==> src/smpr_pkg.sv <==
`timescale 1ns / 1ps
// ----------------------------------------------------------------------------
// Smoothed period meter package
// Shared constants, register indexes, event codes and interface structs.
// ----------------------------------------------------------------------------
package smpr_pkg;

    // Default datapath sizing.
    localparam int TIME_BITS_DEF = 32;
    localparam int FRAC_BITS_DEF = 8;

    // Fixed port widths.
    localparam int TS_W    = 32;
    localparam int AVG_W   = 40;
    localparam int ALPHA_W = 16;
    localparam int IVL_W   = 32;
    localparam int WARM_W  = 8;
    localparam int CNT_W   = 8;
    localparam int CIDX_W  = 2;
    localparam int CDAT_W  = 32;

    // Register indexes on the configuration port.
    localparam logic [CIDX_W-1:0] REG_SMOOTHING       = 2'd0;
    localparam logic [CIDX_W-1:0] REG_REPORT_INTERVAL = 2'd1;
    localparam logic [CIDX_W-1:0] REG_WARMUP_CALLS    = 2'd2;

    // Register reset values.
    localparam logic [ALPHA_W-1:0] SMOOTHING_RST = 16'd6554;
    localparam logic [IVL_W-1:0]   INTERVAL_RST  = 32'd1000000;
    localparam logic [WARM_W-1:0]  WARMUP_RST    = 8'd10;

    // Event codes.
    localparam logic KIND_START = 1'b0;
    localparam logic KIND_END   = 1'b1;

    // Start count at which the period filter is seeded, and its ceiling.
    localparam logic [CNT_W-1:0] SEED_COUNT = 8'd1;
    localparam logic [CNT_W-1:0] COUNT_MAX  = 8'd255;

    // Live configuration.
    typedef struct packed {
        logic [ALPHA_W-1:0] smoothing;
        logic [IVL_W-1:0]   report_interval;
        logic [WARM_W-1:0]  warmup_calls;
    } cfg_t;

    // One result request.
    typedef struct packed {
        logic [AVG_W-1:0] period_avg;
        logic [AVG_W-1:0] runtime_avg;
        logic             period_valid;
        logic             runtime_valid;
        logic             report;
    } result_t;

endpackage

==> src/smpr_cfg.sv <==
`timescale 1ns / 1ps
// ----------------------------------------------------------------------------
// Configuration registers
// Holds smoothing weight, report interval and warmup count.
// ----------------------------------------------------------------------------
module smpr_cfg
    import smpr_pkg::*;
(
    input  logic              clk,
    input  logic              rst_n,
    input  logic              cfg_write,
    input  logic [CIDX_W-1:0] cfg_index,
    input  logic [CDAT_W-1:0] cfg_data,
    output cfg_t              cfg
);

    cfg_t cfg_reg;
    cfg_t cfg_next;

    // Decode the write into the addressed register.
    always_comb
    begin
        cfg_next = cfg_reg;
        if (cfg_write)
        begin
            unique case (cfg_index)
                REG_SMOOTHING:       cfg_next.smoothing       = cfg_data[ALPHA_W-1:0];
                REG_REPORT_INTERVAL: cfg_next.report_interval = cfg_data[IVL_W-1:0];
                REG_WARMUP_CALLS:    cfg_next.warmup_calls    = cfg_data[WARM_W-1:0];
                default:             cfg_next = cfg_reg;
            endcase
        end
    end

    always_ff @(posedge clk or negedge rst_n)
    begin
        if (!rst_n)
        begin
            cfg_reg.smoothing       <= SMOOTHING_RST;
            cfg_reg.report_interval <= INTERVAL_RST;
            cfg_reg.warmup_calls    <= WARMUP_RST;
        end
        else
        begin
            cfg_reg <= cfg_next;
        end
    end

    assign cfg = cfg_reg;

endmodule

==> src/smpr_ema.sv <==
`timescale 1ns / 1ps
// ----------------------------------------------------------------------------
// Moving average step
// Moves a filter value toward a sample by a rounded alpha fraction of the gap.
// ----------------------------------------------------------------------------
module smpr_ema
    import smpr_pkg::*;
#(
    parameter int FW = TIME_BITS_DEF + FRAC_BITS_DEF
)
(
    input  logic [FW-1:0]      filt,
    input  logic [FW-1:0]      sample,
    input  logic [ALPHA_W-1:0] alpha,
    output logic [FW-1:0]      filt_new
);

    localparam int PW = FW + ALPHA_W;

    logic          rising;
    logic [FW-1:0] gap;
    logic [PW-1:0] prod;
    logic [FW-1:0] step;

    // Magnitude of the gap between sample and filter.
    assign rising = (sample >= filt);
    assign gap    = rising ? (sample - filt) : (filt - sample);

    // Scale by alpha with halves rounded up; the step never exceeds the gap.
    assign prod = PW'(gap) * PW'(alpha) + PW'(1 << (ALPHA_W - 1));
    assign step = FW'(prod >> ALPHA_W);

    assign filt_new = rising ? (filt + step) : (filt - step);

endmodule

==> src/smpr_update.sv <==
`timescale 1ns / 1ps
// ----------------------------------------------------------------------------
// Meter state update
// Holds the filter state and computes the result of one event.
// ----------------------------------------------------------------------------
module smpr_update
    import smpr_pkg::*;
#(
    parameter int TIME_BITS = TIME_BITS_DEF,
    parameter int FRAC_BITS = FRAC_BITS_DEF
)
(
    input  logic            clk,
    input  logic            rst_n,
    input  logic            fire,
    input  logic            kind,
    input  logic [TS_W-1:0] timestamp,
    input  cfg_t            cfg,
    output result_t         result
);

    localparam int TW = TIME_BITS;
    localparam int FW = TIME_BITS + FRAC_BITS;
    localparam int CW = (TW > IVL_W) ? TW : IVL_W;

    logic [TW-1:0]    last_start_reg,     last_start_next;
    logic [TW-1:0]    last_report_reg,    last_report_next;
    logic [FW-1:0]    period_filter_reg,  period_filter_next;
    logic [FW-1:0]    runtime_filter_reg, runtime_filter_next;
    logic [CNT_W-1:0] start_count_reg,    start_count_next;
    logic             period_seeded_reg,  period_seeded_next;
    logic             runtime_seeded_reg, runtime_seeded_next;

    logic [TW-1:0] t;
    logic [TW-1:0] since_start;
    logic [FW-1:0] sample;
    logic [FW-1:0] ema_filt;
    logic [FW-1:0] ema_out;
    logic [TW-1:0] report_base;
    logic [TW-1:0] since_report;
    logic          report;

    // Event time and the fixed-point time since the last start.
    assign t           = TW'(timestamp);
    assign since_start = t - last_start_reg;
    assign sample      = FW'(since_start) << FRAC_BITS;

    // One shared averaging step: period on starts, runtime on ends.
    assign ema_filt = (kind == KIND_START) ? period_filter_reg : runtime_filter_reg;

    smpr_ema #(
        .FW (FW)
    ) u_ema (
        .filt     (ema_filt),
        .sample   (sample),
        .alpha    (cfg.smoothing),
        .filt_new (ema_out)
    );

    // Before seeding, every start moves the report base to its own time.
    assign report_base  = period_seeded_reg ? last_report_reg : t;
    assign since_report = t - report_base;

    // Next state for this event.
    always_comb
    begin
        last_start_next     = last_start_reg;
        last_report_next    = last_report_reg;
        period_filter_next  = period_filter_reg;
        runtime_filter_next = runtime_filter_reg;
        start_count_next    = start_count_reg;
        period_seeded_next  = period_seeded_reg;
        runtime_seeded_next = runtime_seeded_reg;
        report              = 1'b0;

        if (kind == KIND_START)
        begin
            if (period_seeded_reg)
            begin
                period_filter_next = ema_out;
            end
            else if (start_count_reg == SEED_COUNT)
            begin
                period_filter_next = sample;
                period_seeded_next = 1'b1;
            end
            last_start_next = t;
            if (start_count_reg != COUNT_MAX)
            begin
                start_count_next = start_count_reg + 1'b1;
            end
            report           = (CW'(since_report) > CW'(cfg.report_interval));
            last_report_next = report ? t : report_base;
        end
        else
        begin
            if (period_seeded_reg && (start_count_reg > cfg.warmup_calls))
            begin
                runtime_filter_next = runtime_seeded_reg ? ema_out : sample;
                runtime_seeded_next = 1'b1;
            end
        end
    end

    // State advances only when the event is passed on.
    always_ff @(posedge clk or negedge rst_n)
    begin
        if (!rst_n)
        begin
            last_start_reg     <= '0;
            last_report_reg    <= '0;
            period_filter_reg  <= '0;
            runtime_filter_reg <= '0;
            start_count_reg    <= '0;
            period_seeded_reg  <= 1'b0;
            runtime_seeded_reg <= 1'b0;
        end
        else if (fire)
        begin
            last_start_reg     <= last_start_next;
            last_report_reg    <= last_report_next;
            period_filter_reg  <= period_filter_next;
            runtime_filter_reg <= runtime_filter_next;
            start_count_reg    <= start_count_next;
            period_seeded_reg  <= period_seeded_next;
            runtime_seeded_reg <= runtime_seeded_next;
        end
    end

    // Result reflects the state after this event.
    assign result.period_avg    = AVG_W'(period_filter_next);
    assign result.runtime_avg   = AVG_W'(runtime_filter_next);
    assign result.period_valid  = period_seeded_next;
    assign result.runtime_valid = runtime_seeded_next;
    assign result.report        = report;

endmodule

==> src/smoothed_period_runtime_meter_core.sv <==
`timescale 1ns / 1ps
// ----------------------------------------------------------------------------
// Smoothed period and runtime meter
// An accepted request passes the input register, then the result register.
// Throughput: one request per cycle while out_stall is low, set by the single state update stage.
// Reset: filters, counts, flags and pipeline valids clear; registers reload
// their defaults (smoothing 6554, report interval 1000000, warmup 10).
// ----------------------------------------------------------------------------
module smoothed_period_runtime_meter_core
    import smpr_pkg::*;
#(
    parameter int TIME_BITS = TIME_BITS_DEF,
    parameter int FRAC_BITS = FRAC_BITS_DEF
)
(
    input  logic              clk,
    input  logic              rst_n,

    input  logic              cfg_write,
    input  logic [CIDX_W-1:0] cfg_index,
    input  logic [CDAT_W-1:0] cfg_data,

    input  logic              in_valid,
    output logic              in_stall,
    input  logic              kind,
    input  logic [TS_W-1:0]   timestamp,

    output logic              out_valid,
    input  logic              out_stall,
    output logic [AVG_W-1:0]  period_avg,
    output logic [AVG_W-1:0]  runtime_avg,
    output logic              period_valid,
    output logic              runtime_valid,
    output logic              report
);

    cfg_t            cfg;
    result_t         result;

    logic            in_valid_reg;
    logic            kind_reg;
    logic [TS_W-1:0] timestamp_reg;
    logic            out_valid_reg;
    result_t         result_reg;

    logic            fire;
    logic            in_take;

    // Configuration registers.
    smpr_cfg u_cfg (
        .clk       (clk),
        .rst_n     (rst_n),
        .cfg_write (cfg_write),
        .cfg_index (cfg_index),
        .cfg_data  (cfg_data),
        .cfg       (cfg)
    );

    // Handshake: the held request moves on when the result register frees.
    assign fire     = in_valid_reg && (!out_valid_reg || !out_stall);
    assign in_stall = in_valid_reg && !fire;
    assign in_take  = in_valid && !in_stall;

    // Input register.
    always_ff @(posedge clk or negedge rst_n)
    begin
        if (!rst_n)
        begin
            in_valid_reg <= 1'b0;
        end
        else if (!in_stall)
        begin
            in_valid_reg <= in_valid;
        end
    end

    always_ff @(posedge clk)
    begin
        if (in_take)
        begin
            kind_reg      <= kind;
            timestamp_reg <= timestamp;
        end
    end

    // State update and filter arithmetic.
    smpr_update #(
        .TIME_BITS (TIME_BITS),
        .FRAC_BITS (FRAC_BITS)
    ) u_update (
        .clk       (clk),
        .rst_n     (rst_n),
        .fire      (fire),
        .kind      (kind_reg),
        .timestamp (timestamp_reg),
        .cfg       (cfg),
        .result    (result)
    );

    // Result register.
    always_ff @(posedge clk or negedge rst_n)
    begin
        if (!rst_n)
        begin
            out_valid_reg <= 1'b0;
        end
        else if (fire)
        begin
            out_valid_reg <= 1'b1;
        end
        else if (!out_stall)
        begin
            out_valid_reg <= 1'b0;
        end
    end

    always_ff @(posedge clk)
    begin
        if (fire)
        begin
            result_reg <= result;
        end
    end

    assign out_valid     = out_valid_reg;
    assign period_avg    = result_reg.period_avg;
    assign runtime_avg   = result_reg.runtime_avg;
    assign period_valid  = result_reg.period_valid;
    assign runtime_valid = result_reg.runtime_valid;
    assign report        = result_reg.report;

endmodule
==> config.mk <==
export PLATFORM = sky130hd
export DESIGN_NAME = smoothed_period_runtime_meter_core
export DESIGN_NICKNAME = d
export VERILOG_FILES = /design/src/smpr_pkg.sv /design/src/smpr_cfg.sv /design/src/smpr_ema.sv /design/src/smpr_update.sv /design/src/smoothed_period_runtime_meter_core.sv
export SDC_FILE = /design/constraint.sdc
export NUM_CORES = 2
export LEC_CHECK = 0
export BUFFER_PORTS_ARGS = -buffer_cell sky130_fd_sc_hd__buf_4
export CAP_MARGIN = 20
export CORE_AREA = 2 2 392 394
export CTS_BUF_LIST = sky130_fd_sc_hd__clkbuf_8 sky130_fd_sc_hd__clkbuf_16
export CTS_CLUSTER_SIZE = 8
export DETAILED_ROUTE_END_ITERATION = 12
export DIE_AREA = 0 0 394 396
export PLACE_DENSITY_LB_ADDON = 0.3
export SYNTH_ARGS = -nofsm -noshare
export SYNTH_HDL_FRONTEND = slang
export SYNTH_SLANG_ARGS = --single-unit
==> constraint.sdc <==
create_clock -name clk -period 29.6 [get_ports clk]
set_clock_uncertainty 0.1 [all_clocks]
set_input_delay 2.96 -clock clk [delete_from_list [all_inputs] [get_ports clk]]
set_output_delay 2.96 -clock clk [all_outputs]
set_load 0.05 [all_outputs]
### After elaboration in Yosys (flattened, before gate mapping)

Index checks and enable logic that the tools add are counted.
Widths: inputs -> output; s select.

* muxes and demuxes: 18
* $mul: 1
* $lt $le $gt $ge: 3
* bitwise logic cells: 1
* equality and inequality tests: 5
* reduce and logical (&&, ||, !) cells: 15
* add/sub/neg operators: 8

Operators with widths (number)
* $mux 40: 9
* $sub 40x40->40: 3
* $mux 32: 2
* $sub 32x32->32: 2
* $add 56x16->56 const B: 1
* $mul 40x16->56: 1
* $add 40x40->40: 1
* $ge 40x40->1: 1
* $gt 32x32->1: 1
* $add 8x1->8 const B: 1
* $eq 8x1->1 const B: 1
* $gt 8x8->1: 1
* $ne 8x8->1 const B: 1
* $reduce_and 2->1: 4
* $mux 1: 7
* $logic_and 1x1->1: 4
* $logic_not 1->1: 4
* $reduce_and 3->1: 1
* $eq 2x1->1 const B: 1
* $eq 2x2->1 const B: 1
* $logic_not 2->1: 1
* $ne 2x1->1 const B: 1
* $logic_or 1x1->1: 1
* $not 1->1: 1

* register bits: 328
* input port bits: 72

### Depth between registers and ports, before layout

* depth after elaboration: 10
* depth in mapped cells: 76
* mapped depth without buffers: 73

### Modules after synthesis

From an unflattened synthesis, not the netlist that was laid out.

* cell total of the unflattened synthesis: 5377
* area, all modules: 47088.9 µm²

Modules (own cells, without submodules)
* smpr_ema: times used 1, cells each 3661, area an instance 28800.1 µm²
* smpr_update: times used 1, cells each 1473, area an instance 12578.3 µm²
* smoothed_period_runtime_meter_core: times used 1, cells each 124, area an instance 3575.9 µm²
* smpr_cfg: times used 1, cells each 119, area an instance 2134.5 µm²

### Worst setup path before layout

OpenSTA, ideal clock, no wires.

* path type: reg-to-reg
* from: register timestamp_reg[0]
* to: register result_reg (netlist bit runtime_avg[39]), data pin
* required time: 29218 ps
* buffers on the path: 7
* cell stages (with the launch flop): 74
* setup slack: 12366 ps
* data arrival time: 16852 ps
* clock period less this slack: 17234 ps
* library setup time: 282 ps
* cell sequence: edfxtp_1 > inv_1 > ha_1 > inv_1 > fa_1 > a21o_1 > a21oi_1 > o21bai_1 > a21boi_0 > o31ai_1 > o41ai_1 > o2111a_1 > nor4_1 > nand4b_1 > and3_1 > nor3_1 > o41ai_1 > a21oi_1 > [... 38 more ...] > xor2_1 > ha_1 > a21o_1 > a21o_1 > a21oi_1 > a2bb2oi_1 > a21oi_1 > o311ai_0 > nand4_1 > a31oi_1 > o21a_1 > o211ai_1 > a2111oi_0 > o21bai_1 > nand4_1 > nor3_1 > a21oi_1 > o311ai_0

RTL lines
* start, declared: RTL line smoothed_period_runtime_meter_core.sv:42 `logic [TS_W-1:0] timestamp_reg;`
* start signal, assigned: RTL line smoothed_period_runtime_meter_core.sv:82 `timestamp_reg <= timestamp;`
* end signal, assigned: RTL line smoothed_period_runtime_meter_core.sv:121 `result_reg <= result;`
* end, declared: RTL line smoothed_period_runtime_meter_core.sv:44 `result_t result_reg;`

==> flow_metrics.env <==
export IMPL_cts_hold_buf=0
export IMPL_cp_required_ps=29790
export IMPL_startpoint_type="register"
export IMPL_core_region_area_sq_um=152000
export IMPL_seq_area_frac_synth_pct=19.5
export IMPL_cts_buffer_depth=3
export IMPL_reg2reg_setup_slack_ps=10240
export IMPL_yosysWarnings=0
export IMPL_grt_max_degree=98
export IMPL_synth_top_flop_cell="dfrtp_1"
export IMPL_wirelength_mm=140
export IMPL_reg2reg_from="timestamp_reg[0]"
export IMPL_cp_startpoint="timestamp_reg[0]"
export IMPL_crit_type="reg -> reg"
export IMPL_rr_endpoint="runtime_avg[39]"
export IMPL_async_flop_share_pct=64.6
export IMPL_holdPathStages=1
export IMPL_yosys_area_share_simple_pct=16.2
export IMPL_maxSlewViolCount=0
export IMPL_cts_sinks=328
export IMPL_die_y_um=396
export IMPL_initial_core_util_pct=29.8
export IMPL_antenna_left=0
export IMPL_synth_top_family_by_area="adder cells"
export IMPL_synth_compound_area_share_pct=12.7
export IMPL_reg2reg_depth=67
export IMPL_syn_nets=6137
export IMPL_rsz0062_at_grt="false"
export IMPL_drc_errors=0
export IMPL_holdCritStartpoint="in_valid_reg"
export IMPL_largest_register_ffs=56
export IMPL_synthAdderAreaFrac_pct=33.9
export IMPL_areaGrowthSynthToFinish_pct=11.0
export IMPL_setup_violations=0
export IMPL_num_rows=143
export IMPL_drive_gt1_share_pct=9.00
export IMPL_root_buffer="clkbuf_16"
export IMPL_grt_pass1_wl_mm=219
export IMPL_io_pins=157
export IMPL_synth_xor_area_share_pct=3.89
export IMPL_htree_levels=2
export IMPL_syn_inst=5160
export IMPL_antenna_found_initial=5
export IMPL_n_fill_cell=15800
export IMPL_overflow=0
export IMPL_wl_per_cell_um=19.1
export IMPL_crit_top_cell="fa_1"
export IMPL_netlist_area_sq_um=45200
export IMPL_routed_via_count=35800
export IMPL_firstDrtPassIters=5
export IMPL_cp_slowest_cell="o31a_1"
export IMPL_cts_tree="built"
export IMPL_end_kind="register"
export IMPL_post_cts_resized=0
export IMPL_fin_crit_sh_pct=65.4
export IMPL_synth_cell_type_count=94
export IMPL_cts_setup_buffers=0
export IMPL_worst_slew_pin_slew_ps=1090
export IMPL_min_to="out_valid"
export IMPL_antenna_cells=0
export IMPL_critPathMaxStageDelay_ps=830
export IMPL_cts_buffers=47
export IMPL_fmax_mhz=51.6
export IMPL_dp_hpwl_mm=111
export IMPL_viasPerCell=4.91
export IMPL_final_setup_tns_ps=0
export IMPL_period_minus_slack_ps=19360
export IMPL_fp_dieW_um=394
export IMPL_arrival_ps=19560
export IMPL_layout_nets=6197
export IMPL_slew_headroom_pct=26.5
export IMPL_clk_latency_ps=600
export IMPL_synth_edff_count=116
export IMPL_drt_iter0_drc=2091
export IMPL_synth_area_per_cell_sq_um=8.76
export IMPL_dieArea_sq_um=156000
export IMPL_drv_cap=0
export IMPL_grt_pass1_vias=37100
export IMPL_status="completed"
export IMPL_port_buffers=156
export IMPL_clkTransAtPathRegs_ps=50
export IMPL_gp_congestion=0.919
export IMPL_hp_class="reg -> reg"
export IMPL_synth_seq_cells=328
export IMPL_worstPathMaxFanout=64
export IMPL_grtUsageTotal_pct=17.9
export IMPL_hold_viol_final=0
export IMPL_synth_area_mux_share_pct=5.01
-- layer usage --
| layer | vias up | routed length, um | global-route usage (%) |
|---|---|---|---|
| li1 | 16900 | - | - |
| met1 | 18000 | 60300 | 22.9 |
| met2 | 770 | 70100 | 32.3 |
| met3 | 168 | 5390 | 1.59 |
| met4 | 0 | 3700 | 4.69 |
| met5 | - | 0 | 0 |
-- cell usage after synthesis, drive strengths merged (17+ instances only) --
cell	n	share of area, %
nor2b	43	0.59
xnor2	127	2.5
nand2	708	5.9
clkbuf	187	1.6
inv	832	6.9
nor2	211	1.8
a21oi	273	3.0
fa	534	24
nand4	39	0.55
nand3	52	0.58
ha	371	10
dfrtp	196	11
or3	25	0.35
edfxtp	116	7.7
and3	28	0.39
o211ai	23	0.40
and2	272	3.8
o21a	33	0.55
nor3	65	0.73
buf	38	0.37
o21bai	33	0.55
a211oi	24	0.42
mux2	106	2.6
o22a	17	0.33
xor2	72	1.4
a21o	78	1.3
a31oi	27	0.37
nand2b	49	0.68
mux2i	107	2.4
o21ai	270	3.0
-- critical path, delay by kind of cell, from the launching register on --
kind                     cells  cell delay (ps)
AO/OA/AOI/OAI               28             7430
adder cells (fa/ha/maj)     11             4800
AND/OR/NAND/NOR             18             4120
buffers and inverters        6             1000
XOR/XNOR                     3              880
flip-flops                   1              370
multiplexers                 1              260
-- worst max path at each step --
stage / to / cells after the start
floorplan: runtime_avg[39] / 73
detailed placement: runtime_avg[39] / 69
finish: runtime_avg[39] / 67
global placement: runtime_avg[39] / 69
CTS: runtime_avg[39] / 69
global route: runtime_avg[39] / 70
-- area by class of cell --
type / instances / area [sq um] / share of cell area, %
Sequential cell: 328 / 8820 / 17.6
Clock buffer: 52 / 1270 / 2.53
Clock inverter: 35 / 148 / 0.294
Timing Repair Buffer: 236 / 1780 / 3.55
Tap cell: 2030 / 2540 / 5.06
Multi-Input combinational cell: 3774 / 32500 / 64.8
Inverter: 833 / 3130 / 6.23
-- cell usage in the layout (no fill, tap or decap), types with 22 or more instances in the layout --
cell,instances
a211oi_1,22
a21o_1,78
a21oi_1,270
a31oi_1,27
and2_1,270
and3_1,28
buf_4,233
clkbuf_16,49
dfrtp_1,190
edfxtp_1,116
fa_1,534
ha_1,371
inv_1,864
mux2_2,106
mux2i_1,107
nand2_1,707
nand2b_1,49
nand3_1,52
nand4_1,38
nor2_1,209
nor2b_1,43
nor3_1,64
o21a_1,33
o21ai_0,264
o21bai_1,33
or3_1,25
xnor2_1,123
xor2_1,68
-- kinds of logic (layout without fill, tap and decap cells) --
| kind of cell | count (synthesis) | count (layout) |
|---|---|---|
| AOI/OAI and AO/OA | 915 | 915 |
| buffers and inverters | 1058 | 1156 |
| DFF | 328 | 328 |
| muxes | 213 | 213 |
| xor gates and xnor gates | 199 | 199 |
| adders and majority gates | 905 | 905 |
| and+or+nand+nor | 1542 | 1542 |
-- metrics by stage --
stage | setup slack (ps) | hold WS [ps] | cell area, sq um | util, % | instances
finish | 10240 | 398 | 50200 | 33.1 | 7288
global route | 9010 | 415 | 50200 | 33.1 | 7288
CTS | 9940 | 399 | 50200 | 33.1 | 7286
detailed placement | 10040 | 390 | 48800 | 32.2 | 7199
global placement | 10210 | 379 | 48800 | 32.2 | 7199
floorplan | 12370 | 354 | 45200 | - | 5160
Power is not shown: default switching activity piles up to over one toggle a cycle in this logic, so the estimate is an artifact.
